**src/sv/pqdk_pkg.sv**
```systemverilog
`default_nettype none

package pqdk_pkg;

    localparam int ID_W     = 6;
    localparam int PRIO_W   = 32;
    localparam int LIMIT_W  = 7;
    localparam int OPCODE_W = 2;

    localparam logic [LIMIT_W-1:0] ID_LIMIT_RST = 7'd64;

    typedef enum logic [OPCODE_W-1:0] {
        OP_INSERT   = 2'd0,
        OP_DECREASE = 2'd1,
        OP_REMOVE   = 2'd2,
        OP_QUERY    = 2'd3
    } t_opcode;

    typedef enum logic [1:0] {
        S_IDLE,
        S_MATCH,
        S_SCAN,
        S_APPLY
    } t_state;

    // Per-cycle command broadcast to every cell of the chain.
    typedef struct packed {
        logic match;
        logic scan;
        logic ins;
        logic dec;
        logic rem;
    } t_cell_ctl;

endpackage

`default_nettype wire

```
**src/sv/pqdk_cell.sv**
```systemverilog
`default_nettype none

module pqdk_cell
    import pqdk_pkg::*;
(
    input  wire logic                     i_clk,
    input  wire logic                     i_rst_n,
    input  wire t_cell_ctl                i_ctl,
    input  wire logic [ID_W-1:0]          i_req_id,
    input  wire logic signed [PRIO_W-1:0] i_req_prio,
    input  wire logic                     i_left_valid,
    input  wire logic                     i_left_less,
    input  wire logic [ID_W-1:0]          i_left_id,
    input  wire logic signed [PRIO_W-1:0] i_left_prio,
    input  wire logic                     i_right_valid,
    input  wire logic [ID_W-1:0]          i_right_id,
    input  wire logic signed [PRIO_W-1:0] i_right_prio,
    input  wire logic                     i_right_sfx,
    input  wire logic signed [PRIO_W-1:0] i_right_fp,
    output logic                          o_valid,
    output logic [ID_W-1:0]               o_id,
    output logic signed [PRIO_W-1:0]      o_prio,
    output logic                          o_less,
    output logic                          o_sfx,
    output logic signed [PRIO_W-1:0]      o_fp
);

    logic                     r_valid, n_valid;
    logic [ID_W-1:0]          r_id, n_id;
    logic signed [PRIO_W-1:0] r_prio, n_prio;
    logic                     r_less, n_less;
    logic                     r_sfx, n_sfx;
    logic signed [PRIO_W-1:0] r_fp, n_fp;

    logic w_take_new;
    logic w_take_left;

    // The entry goes before all entries that are not smaller than it, so the
    // cell that sees a smaller left neighbor and is not smaller itself takes it.
    assign w_take_new  = (i_ctl.ins && i_left_less && !r_less)
                       || (i_ctl.dec && i_left_less && !r_less && r_sfx);
    assign w_take_left = (i_ctl.ins && !i_left_less && i_left_valid)
                       || (i_ctl.dec && !i_left_less && r_sfx);

    always_comb begin
        n_valid = r_valid;
        n_id    = r_id;
        n_prio  = r_prio;
        n_less  = r_less;
        n_sfx   = r_sfx;
        n_fp    = r_fp;
        if (i_ctl.match) begin
            n_sfx  = r_valid && (r_id == i_req_id);
            n_less = r_valid && (r_prio < i_req_prio);
            n_fp   = r_prio;
        end else if (i_ctl.scan) begin
            n_sfx = r_sfx | i_right_sfx;
            n_fp  = r_sfx ? r_fp : i_right_fp;
        end else if (i_ctl.rem) begin
            n_valid = i_right_valid;
            n_id    = i_right_id;
            n_prio  = i_right_prio;
        end else if (w_take_new) begin
            n_valid = 1'b1;
            n_id    = i_req_id;
            n_prio  = i_req_prio;
        end else if (w_take_left) begin
            n_valid = i_left_valid;
            n_id    = i_left_id;
            n_prio  = i_left_prio;
        end
    end

    always_ff @(posedge i_clk) begin
        if (!i_rst_n) begin
            r_valid <= 1'b0;
        end else begin
            r_valid <= n_valid;
        end
    end

    always_ff @(posedge i_clk) begin
        r_id   <= n_id;
        r_prio <= n_prio;
        r_less <= n_less;
        r_sfx  <= n_sfx;
        r_fp   <= n_fp;
    end

    assign o_valid = r_valid;
    assign o_id    = r_id;
    assign o_prio  = r_prio;
    assign o_less  = r_less;
    assign o_sfx   = r_sfx;
    assign o_fp    = r_fp;

endmodule

`default_nettype wire

```
**config.mk**
```make
export PLATFORM = sky130hd
export DESIGN_NAME = pqdk_cell
export DESIGN_NICKNAME = d
export VERILOG_FILES = /design/src/sv/pqdk_pkg.sv /design/src/sv/pqdk_cell.sv
export SDC_FILE = /design/constraint.sdc
export NUM_CORES = 1
export LEC_CHECK = 0
export ABC_AREA = 1
export BUFFER_PORTS_ARGS = -buffer_cell sky130_fd_sc_hd__buf_4
export CORE_MARGIN = 3
export CORE_UTILIZATION = 45
export DETAILED_ROUTE_END_ITERATION = 10
export PLACE_DENSITY = 0.78
export SLEW_MARGIN = 10
export SYNTH_ARGS = -nofsm -noshare
export SYNTH_HDL_FRONTEND = slang
export SYNTH_SLANG_ARGS = --single-unit
```
**constraint.sdc**
```tcl
create_clock -name i_clk -period 8.5 [get_ports i_clk]
set_clock_uncertainty 0.2 [all_clocks]
set_input_delay 0.425 -clock i_clk [delete_from_list [all_inputs] [get_ports i_clk]]
set_output_delay 0.425 -clock i_clk [all_outputs]
set_load 0.02 [all_outputs]
```
# After elaboration in Yosys (flattened, before gate mapping)
# Index checks and enable logic that the tools add are counted.
# word_totals
regBits	73
inputBits	157
output_inout_bits	73
word_cells	45
# classes
order_cmp	1
n_eq_ne	2
n_mux	14
bitwise_logic	3
n_reduce_logical	19
# ops
op	count
two-way mux 32 bit	6
< comparator 32 bit	1
two-way mux 6 bit	3
logical AND 1 bit	11
equality test 6 bit	1
two-way mux 1 bit	5
AND reduction 3 bit	1
nonzero test 3 bit	1
logical NOT 1 bit	2
logical OR 1 bit	2
inequality test 2 bit (second input constant)	1
inverter 1 bit	2
AND reduction 2 bit	1
nonzero test 2 bit	1
bitwise OR 1 bit	1

# Longest topological paths before layout
# Gate-level depths: netlist of the first run.
# depth
depth_word	7
depth_mapped	14

# Worst setup path after synthesis of the first run
# Ideal clock, no wire load.
# synth_path
path_kind	register to register
from	register r_sfx, in the netlist o_sfx
to	register r_fp[0], in the netlist o_fp[0] (enable)
arrival_ps	2858
slack_ps	4976
stages_incl_launch_ff	2
n_path_buf	0
path_cell_list	edfxtp_1 > o21ai_0
# synth_via
elab_chain_len	2
# synth_lines
element	line_no	source
start: declaration	pqdk_cell.sv:32	logic r_sfx, n_sfx;
start signal: assignment	pqdk_cell.sv:86	r_sfx <= n_sfx;
inequality test 2 bit (no source line)	--	
AND reduction 2 bit (no source line)	--	
end signal: assignment	pqdk_cell.sv:87	r_fp <= n_fp;
end: declaration	pqdk_cell.sv:33	logic signed [PRIO_W-1:0] r_fp, n_fp;
# No other way between the ends.
# A chain may end at the register's enable or synchronous reset.

# Worst setup path after layout of the first run
# layout_path
from	register r_sfx, in the netlist o_sfx
to	register r_prio[29], in the netlist o_prio[29] (enable)
# layout_via
elab_chain_len	4
# layout_lines
element	line_no	source
logical AND 1 bit, on equally long branches	pqdk_cell.sv:41, pqdk_cell.sv:43	
logical OR 1 bit, on equally long branches	pqdk_cell.sv:41, pqdk_cell.sv:43	
nonzero test 3 bit (no source line) (*)	--	
AND reduction 3 bit (no source line) (*)	--	
end signal: assignment	pqdk_cell.sv:84	r_prio <= n_prio;
end: declaration	pqdk_cell.sv:30	logic signed [PRIO_W-1:0] r_prio, n_prio;
# Every way passes the cells marked *; elsewhere a longest branch is shown, timed or not.

==> flow_summary.yaml, run 1 <==
clock_network:
  clkSlewWorstSetupHoldPaths_ns: 0.09
  cts.sinks: 73
  numCtsBuffers: 9
  cts_post_setup_buffers_inserted: 0
  clockRootBuffer: "clkbuf_8"
  insertion_delay_ns: 0.34
  tritoncts: "built"
  postCtsHoldBufs: 0
  h-tree-depth: 3
  cts_resized: 0
  clk_path_buf_depth: 2
critical_path:
  regToRegSetupSlack_ns: 5.89
  rr_startpoint: "o_sfx"
  arrival_ns: 2.39
  startpoint: "o_sfx"
  startpoint_type: "flip-flop"
  crit_required_ns: 8.27
  crit_path_top_delay_cell: "edfxtp_1"
  crit_chain: "inv_2 > o21bai_4 > nand3b_4 > o211ai_1 > nand3_1 > clkinv_1 > buf_4"
  cp_max_fo: 40
  slowest_delay_ns: 0.46
  end_kind: "flip-flop"
  crit_type: "flip-flop to flip-flop"
logic_synthesis:
  ys_async_sr_fraction: 0
  netlist_instances: 521
  synth-seq-cells: 73
  seq_area_frac_synth: 0.500
  synth_nets: 709
  synth_edf_count: 72
  synth.distinct_cells: 24
  synth_area_um2: 4370
  syn_area_per_cell_um2: 8.38
  ys.flop_type: "edfxtp_1"
  yosys_warnings: 0
routing:
  route.detailed.drc: 0
  antenna_left: 0
  via_per_inst: 5.03
  drt_iter0_drc: 209
  routedWlPerCell_um: 15.2
  vias: 4394
  routed_wl_um: 13300
  detailedRoute.firstPassIterationCount: 5
power_and_ir_drop:
  p_sw_uw: 274
  p_seq_frac: 0.434
  comb_power_share: 0.227
  max-vdd-ir-drop_uv: 87.4
  clock_power_share: 0.339
  switching_share: 0.270
  p_leak_nw: 3.22
  p_int_uw: 740
  powerDensity_nw_per_um2: 158
die:
  rows: 35
  core_area_um2: 9330
  die_w_um: 105
  die_h_um: 105
  start_util: 0.468
  die_area_um2: 10900
  ios: 230
placement:
  io_buffers: 229
  dpl.hpwl_um: 10100
  gp_congestion: 0.864
layout:
  area_growth_pct: 46.8
  final_common_cell: "buf_4"
  final_util: 0.687
  fillCellCount: 764
  final_cell_mix: "buf_4, nand2_1, edfxtp_1, nor2_1, inv_1"
  drive_gt1_frac: 0.342
  nets: 928
  multiInputGateArea_um2: 1890
  regArea_um2: 2180
  antennaDiodeCount: 0
worst_hold_path:
  hp-start: "i_rst_n"
  worst_hold_path_type: "primary input to flip-flop"
status:
  status: "finished clean"
grt:
  grt_max_degree: 79
  grt_pass1_vias: 4465
  antenna_found_initial: 0
  grt_pass1_wl_um: 20900
  grt_usage: 0.236
  gr-total-overflow: 0
sta:
  worstMarginPinSlew_ns: 1.11
  maxSlewHeadroom: 0.260
  tns_ns: 0
  max_freq_ghz: 0.382
  finalHoldViolCount: 0
  rsz0062_at_grt: "false"
  post-route-period-util: 0.308
  maxSlewViolCount: 0
  finalCriticalPeriod_ns: 2.61
  setup_violations: 0
flow_run:
  cap_viol_max_count: 0
## stage by stage
stage	area [um2]	hold slack (ns)	worst slack [ns]	total power, mW	std cells
after detailed placement	6160	0.378	5.85	0.679	858
after CTS	6410	0.129	5.89	1.02	874
after global routing	6410	0.139	5.71	1.05	874
final	6410	0.137	5.89	1.01	874
after floorplan	4370	0.337	4.98	0.561	521
after global placement	6160	0.340	5.96	0.672	858
## cells by family after synthesis
kind of cell    after synthesis  synth area share
buf+inv                      74            0.0708
simple gates                273             0.242
compound gates               67            0.0928
fa+ha+maj                    31            0.0888
xor+xnor                      3           0.00602
flops                        73             0.500
## synthesized netlist by cell type, types with 2 or more instances
cell type	n	share of area
o21ai_0	10	0.011
inv_2	3	0.0026
nand3_1	6	0.0069
xnor2_1	3	0.0060
clkbuf_1	15	0.013
a31oi_1	38	0.054
edfxtp_1	72	0.50
ha_1	31	0.089
buf_2	4	0.0046
nand2_1	208	0.18
nor2_1	54	0.046
nor3_1	2	0.0023
inv_1	47	0.040
buf_6	3	0.0077
a21oi_1	15	0.017
o211ai_1	2	0.0034
## area by class of cell
| cell class | instances | share of cell area |
|---|---|---|
| repair buffers | 231 | 0.271 |
| multi-input cells | 374 | 0.294 |
| inverters | 51 | 0.0299 |
| well taps | 129 | 0.0252 |
| clock buffers | 10 | 0.0215 |
| flip-flops and latches | 73 | 0.340 |
| clock inverters | 6 | 0.0180 |
## worst paths after layout
| kind | end | cells past startpoint |
|---|---|---|
| worst min register to register | o_fp[28] | 2 |
| worst max register to register | o_prio[29] | 7 |
| worst max-delay path | o_prio[29] | 7 |
| worst min-delay path | o_valid | 3 |
## critical path, delay by kind of cell (launching register included)
family                 cells  cell delay [ns]
buffers and inverters      3             0.63
AOI/OAI and AO/OA          2             0.40
and+or+nand+nor            2             0.53
DFF                        1             0.46
## flip-flops by register name (all words and copies together), names as in the netlist
name / count
o_fp: 32
o_id: 6
o_valid: 1
o_prio: 32
o_sfx: 1
o_less: 1
## routing by layer
metal,track usage,vias up,part of all wire
met1,0.270,1984,0.37
li1,-,2160,-
met4,0.102,0,0.026
met3,0.0546,30,0.092
met5,0,-,0
met2,0.418,220,0.51
## power groups by stage
| stage | logic, mW | clock network, mW | registers, mW |
|---|---|---|---|
| 2_1_floorplan | 0.0844 | 0 | 0.477 |
| 3_3_place_gp | 0.225 | 0 | 0.448 |
| 3_5_place_dp | 0.230 | 0 | 0.449 |
| 4_1_cts | 0.231 | 0.345 | 0.441 |
| 5_1_grt | 0.252 | 0.358 | 0.444 |
| 6_report | 0.230 | 0.344 | 0.440 |
No activity file was read; power rests on OpenSTA's default activity.
==> run 2: changes to the inputs <==
ABC_AREA = 0   (was 1)
CORE_UTILIZATION = 41   (was 45)
PLACE_DENSITY = 0.75   (was 0.78)
clock period = 2.15 ns   (was 8.5 ns; I/O delays follow)
==> run 2 against run 1 <==
  * The flow now finishes with violations (negative setup slack)
  * Global-route usage up 5.1 points
  * Sequential power rose to 3.9 times the previous value
  * Critical endpoint is now o_less
  * Combinational power rose to 5.3 times the previous value
  * Highest routed layer unchanged
  * Sequential share of layout area down 7.4 points
  * First-iteration DRC count up 18%
  * Via count up 5.3%
  * Synthesized cell count down 29%
  * Count of clock-buffer cells in the layout unchanged
  * Die area up 7.4%
  * Core utilization up 13 points
==> flow_summary.yaml, run 2 <==
status:
  status: "complete, but fails checks"
  violations: "negative setup slack"
layout:
  final_cell_mix: "buf_4, dlygate4sd3_1, edfxtp_1, nand2_1, mux2i_1"
  nets: 977
  area_growth_pct: 90.6
  final_common_cell: "buf_4"
  drive_gt1_frac: 0.410
  fillCellCount: 521
  antennaDiodeCount: 0
logic_synthesis:
  synth_area_um2: 4290
  synth_top_area_share: 0.504
  synthTopCellsByCount: "edfxtp_1, nand2_1, mux2i_1, o21ai_1, inv_1"
  ys.flop_type: "edfxtp_1"
  synth.area.top_cells: "edfxtp_1, mux2i_1, ha_1"
  synthMostInstantiatedCell: "edfxtp_1"
  yosys.area.top_type: "edfxtp_1"
  syn_area_per_cell_um2: 11.6
  seq_area_frac_synth: 0.509
  netlist_instances: 371
  yosys_warnings: 0
  synth_edf_count: 72
  ys_async_sr_fraction: 0
  synth.distinct_cells: 37
  synth-seq-cells: 73
  synth_nets: 559
critical_path:
  cp_max_fo: 2
  arrival_ns: 2.48
  crit_required_ns: 2.05
  regToRegSetupSlack_ns: -0.43
  crit_type: "flip-flop to flip-flop"
  startpoint_type: "flip-flop"
  end_kind: "flip-flop"
die:
  die_w_um: 108
  start_util: 0.431
  rows: 36
  die_h_um: 108
  ios: 230
  core_area_um2: 9950
  die_area_um2: 11700
routing:
  detailedRoute.firstPassIterationCount: 4
  antenna_left: 0
  routed_wl_um: 16800
  vias: 4627
  routedWlPerCell_um: 18.2
  route.detailed.drc: 0
  via_per_inst: 5.00
  drt_iter0_drc: 246
grt:
  antenna_found_initial: 0
  grt_pass1_vias: 5122
  grt_max_degree: 49
  grt_usage: 0.286
  grt_pass1_wl_um: 25500
  gr-total-overflow: 0
power_and_ir_drop:
  p_sw_mw: 1.10
  switching_share: 0.283
  p_leak_nw: 3.70
  max-vdd-ir-drop_uv: 292
  p_total_mw: 3.87
  comb_power_share: 0.317
  clock_power_share: 0.236
  powerDensity_nw_per_um2: 474
  p_seq_frac: 0.447
  p_int_mw: 2.78
clock_network:
  tritoncts: "built"
  clockRootBuffer: "clkbuf_8"
  numCtsBuffers: 9
  cts.sinks: 73
  h-tree-depth: 3
  clkSlewWorstSetupHoldPaths_ns: 0.07
  clk_path_buf_depth: 2
  insertion_delay_ns: 0.35
placement:
  gp_congestion: 0.790
  post-place-ws_ns: -0.427
  dpl.hpwl_um: 10200
  io_buffers: 229
sta:
  maxSlewHeadroom: 0.680
  worstMarginPinSlew_ns: 0.480
  finalCriticalPeriod_ns: 2.58
  post-route-period-util: 1.20
  max_freq_ghz: 0.387
  maxSlewViolCount: 0
  fin_ws_ns: -0.433
  finalHoldViolCount: 0
  rsz0062_at_grt: "true"
  setup_violations: 1
worst_hold_path:
  worst_hold_path_type: "primary input to flip-flop"
flow_run:
  cap_viol_max_count: 0
-- run 2: cell types whose count changed after synthesis, sizes merged, moves of 16 or more --
| cell | delta |
|---|---|
| inv | -16 |
| a31oi | -38 |
| nand2 | -161 |
| nor2 | -48 |
| mux2i | +40 |
| mux2 | +32 |
| o21ai | +34 |
-- run 2: logic make-up after synthesis --
logic type | count (synthesis) | share of synthesized area
XOR/XNOR | 6 | 0.0122
multiplexers | 72 | 0.177
buffers and inverters | 50 | 0.0455
AND/OR/NAND/NOR | 72 | 0.0752
adder cells (fa/ha/maj) | 31 | 0.0904
flip-flops | 73 | 0.509
AO/OA/AOI/OAI | 67 | 0.0907
-- run 2: critical path: stages (launching register included) --
cell and delay [ns]:
edfxtp_1 0.43, ha_4 0.29, nand4_1 0.17, or4_4 0.58, a221oi_4 0.24, nor4_2 0.09, o31ai_2 0.22, mux2i_1 0.10
-- run 2: cell type report --
class | instances | area [um2] | area share
Sequential cell | 73 | 2180 | 0.267
Tap cell | 133 | 166 | 0.0203
Inverter | 34 | 128 | 0.0156
Clock buffer | 10 | 128 | 0.0156
Clock inverter | 5 | 23.8 | 0.00291
Timing Repair Buffer | 423 | 3560 | 0.436
Multi-Input combinational cell | 248 | 1990 | 0.243
-- run 2: final timing paths --
check	to	start	depth (start not counted)
hold / removal	o_prio[13]	i_req_prio[13]	3
setup / recovery	o_less	o_prio[11]	7
setup reg to reg	o_less	o_prio[11]	7
hold reg to reg	o_valid	o_valid	2
-- run 2: per-stage QoR --
| step | area [um2] | utilization | std cells | hold WS [ns] | setup TNS (ns) |
|---|---|---|---|---|---|
| floorplan | 4320 | - | 371 | 0.0200 | -0.328 |
| global placement | 6470 | 0.650 | 759 | 0.126 | -0.294 |
| detailed placement | 6470 | 0.650 | 759 | 0.136 | -0.427 |
| CTS | 8150 | 0.819 | 925 | 0.0103 | -0.424 |
| global route | 8180 | 0.822 | 926 | 0.0188 | -0.521 |
| finish | 8180 | 0.822 | 926 | 0.00280 | -0.433 |
-- run 2: power groups by stage --
stage / clock [mW] / combinational (mW) / sequential [mW]
floorplan: 0 / 0.325 / 1.87
global placement: 0 / 0.939 / 1.75
detailed placement: 0 / 0.959 / 1.76
CTS: 0.932 / 1.19 / 1.73
global route: 0.983 / 1.31 / 1.74
finish: 0.916 / 1.23 / 1.73
-- run 2: metal layers --
metal,up-vias,wire [um],global-route usage
met4,0,639,0.144
met3,53,1300,0.0740
li1,2189,-,-
met1,2155,6130,0.296
met2,230,8770,0.532
met5,-,0,0
-- run 2: what timing repair did --
| action | in CTS | in global routing |
|---|---|---|
| hold endpoints to repair | 73 | 0 |
| hold buffers | 149 | 0 |
| pin swaps | 3 | 2 |
| setup buffers | 2 | 1 |
| cloned | 0 | 0 |
| gates resized for setup | 3 | 2 |
| setup endpoints to repair | 1 | 3 |
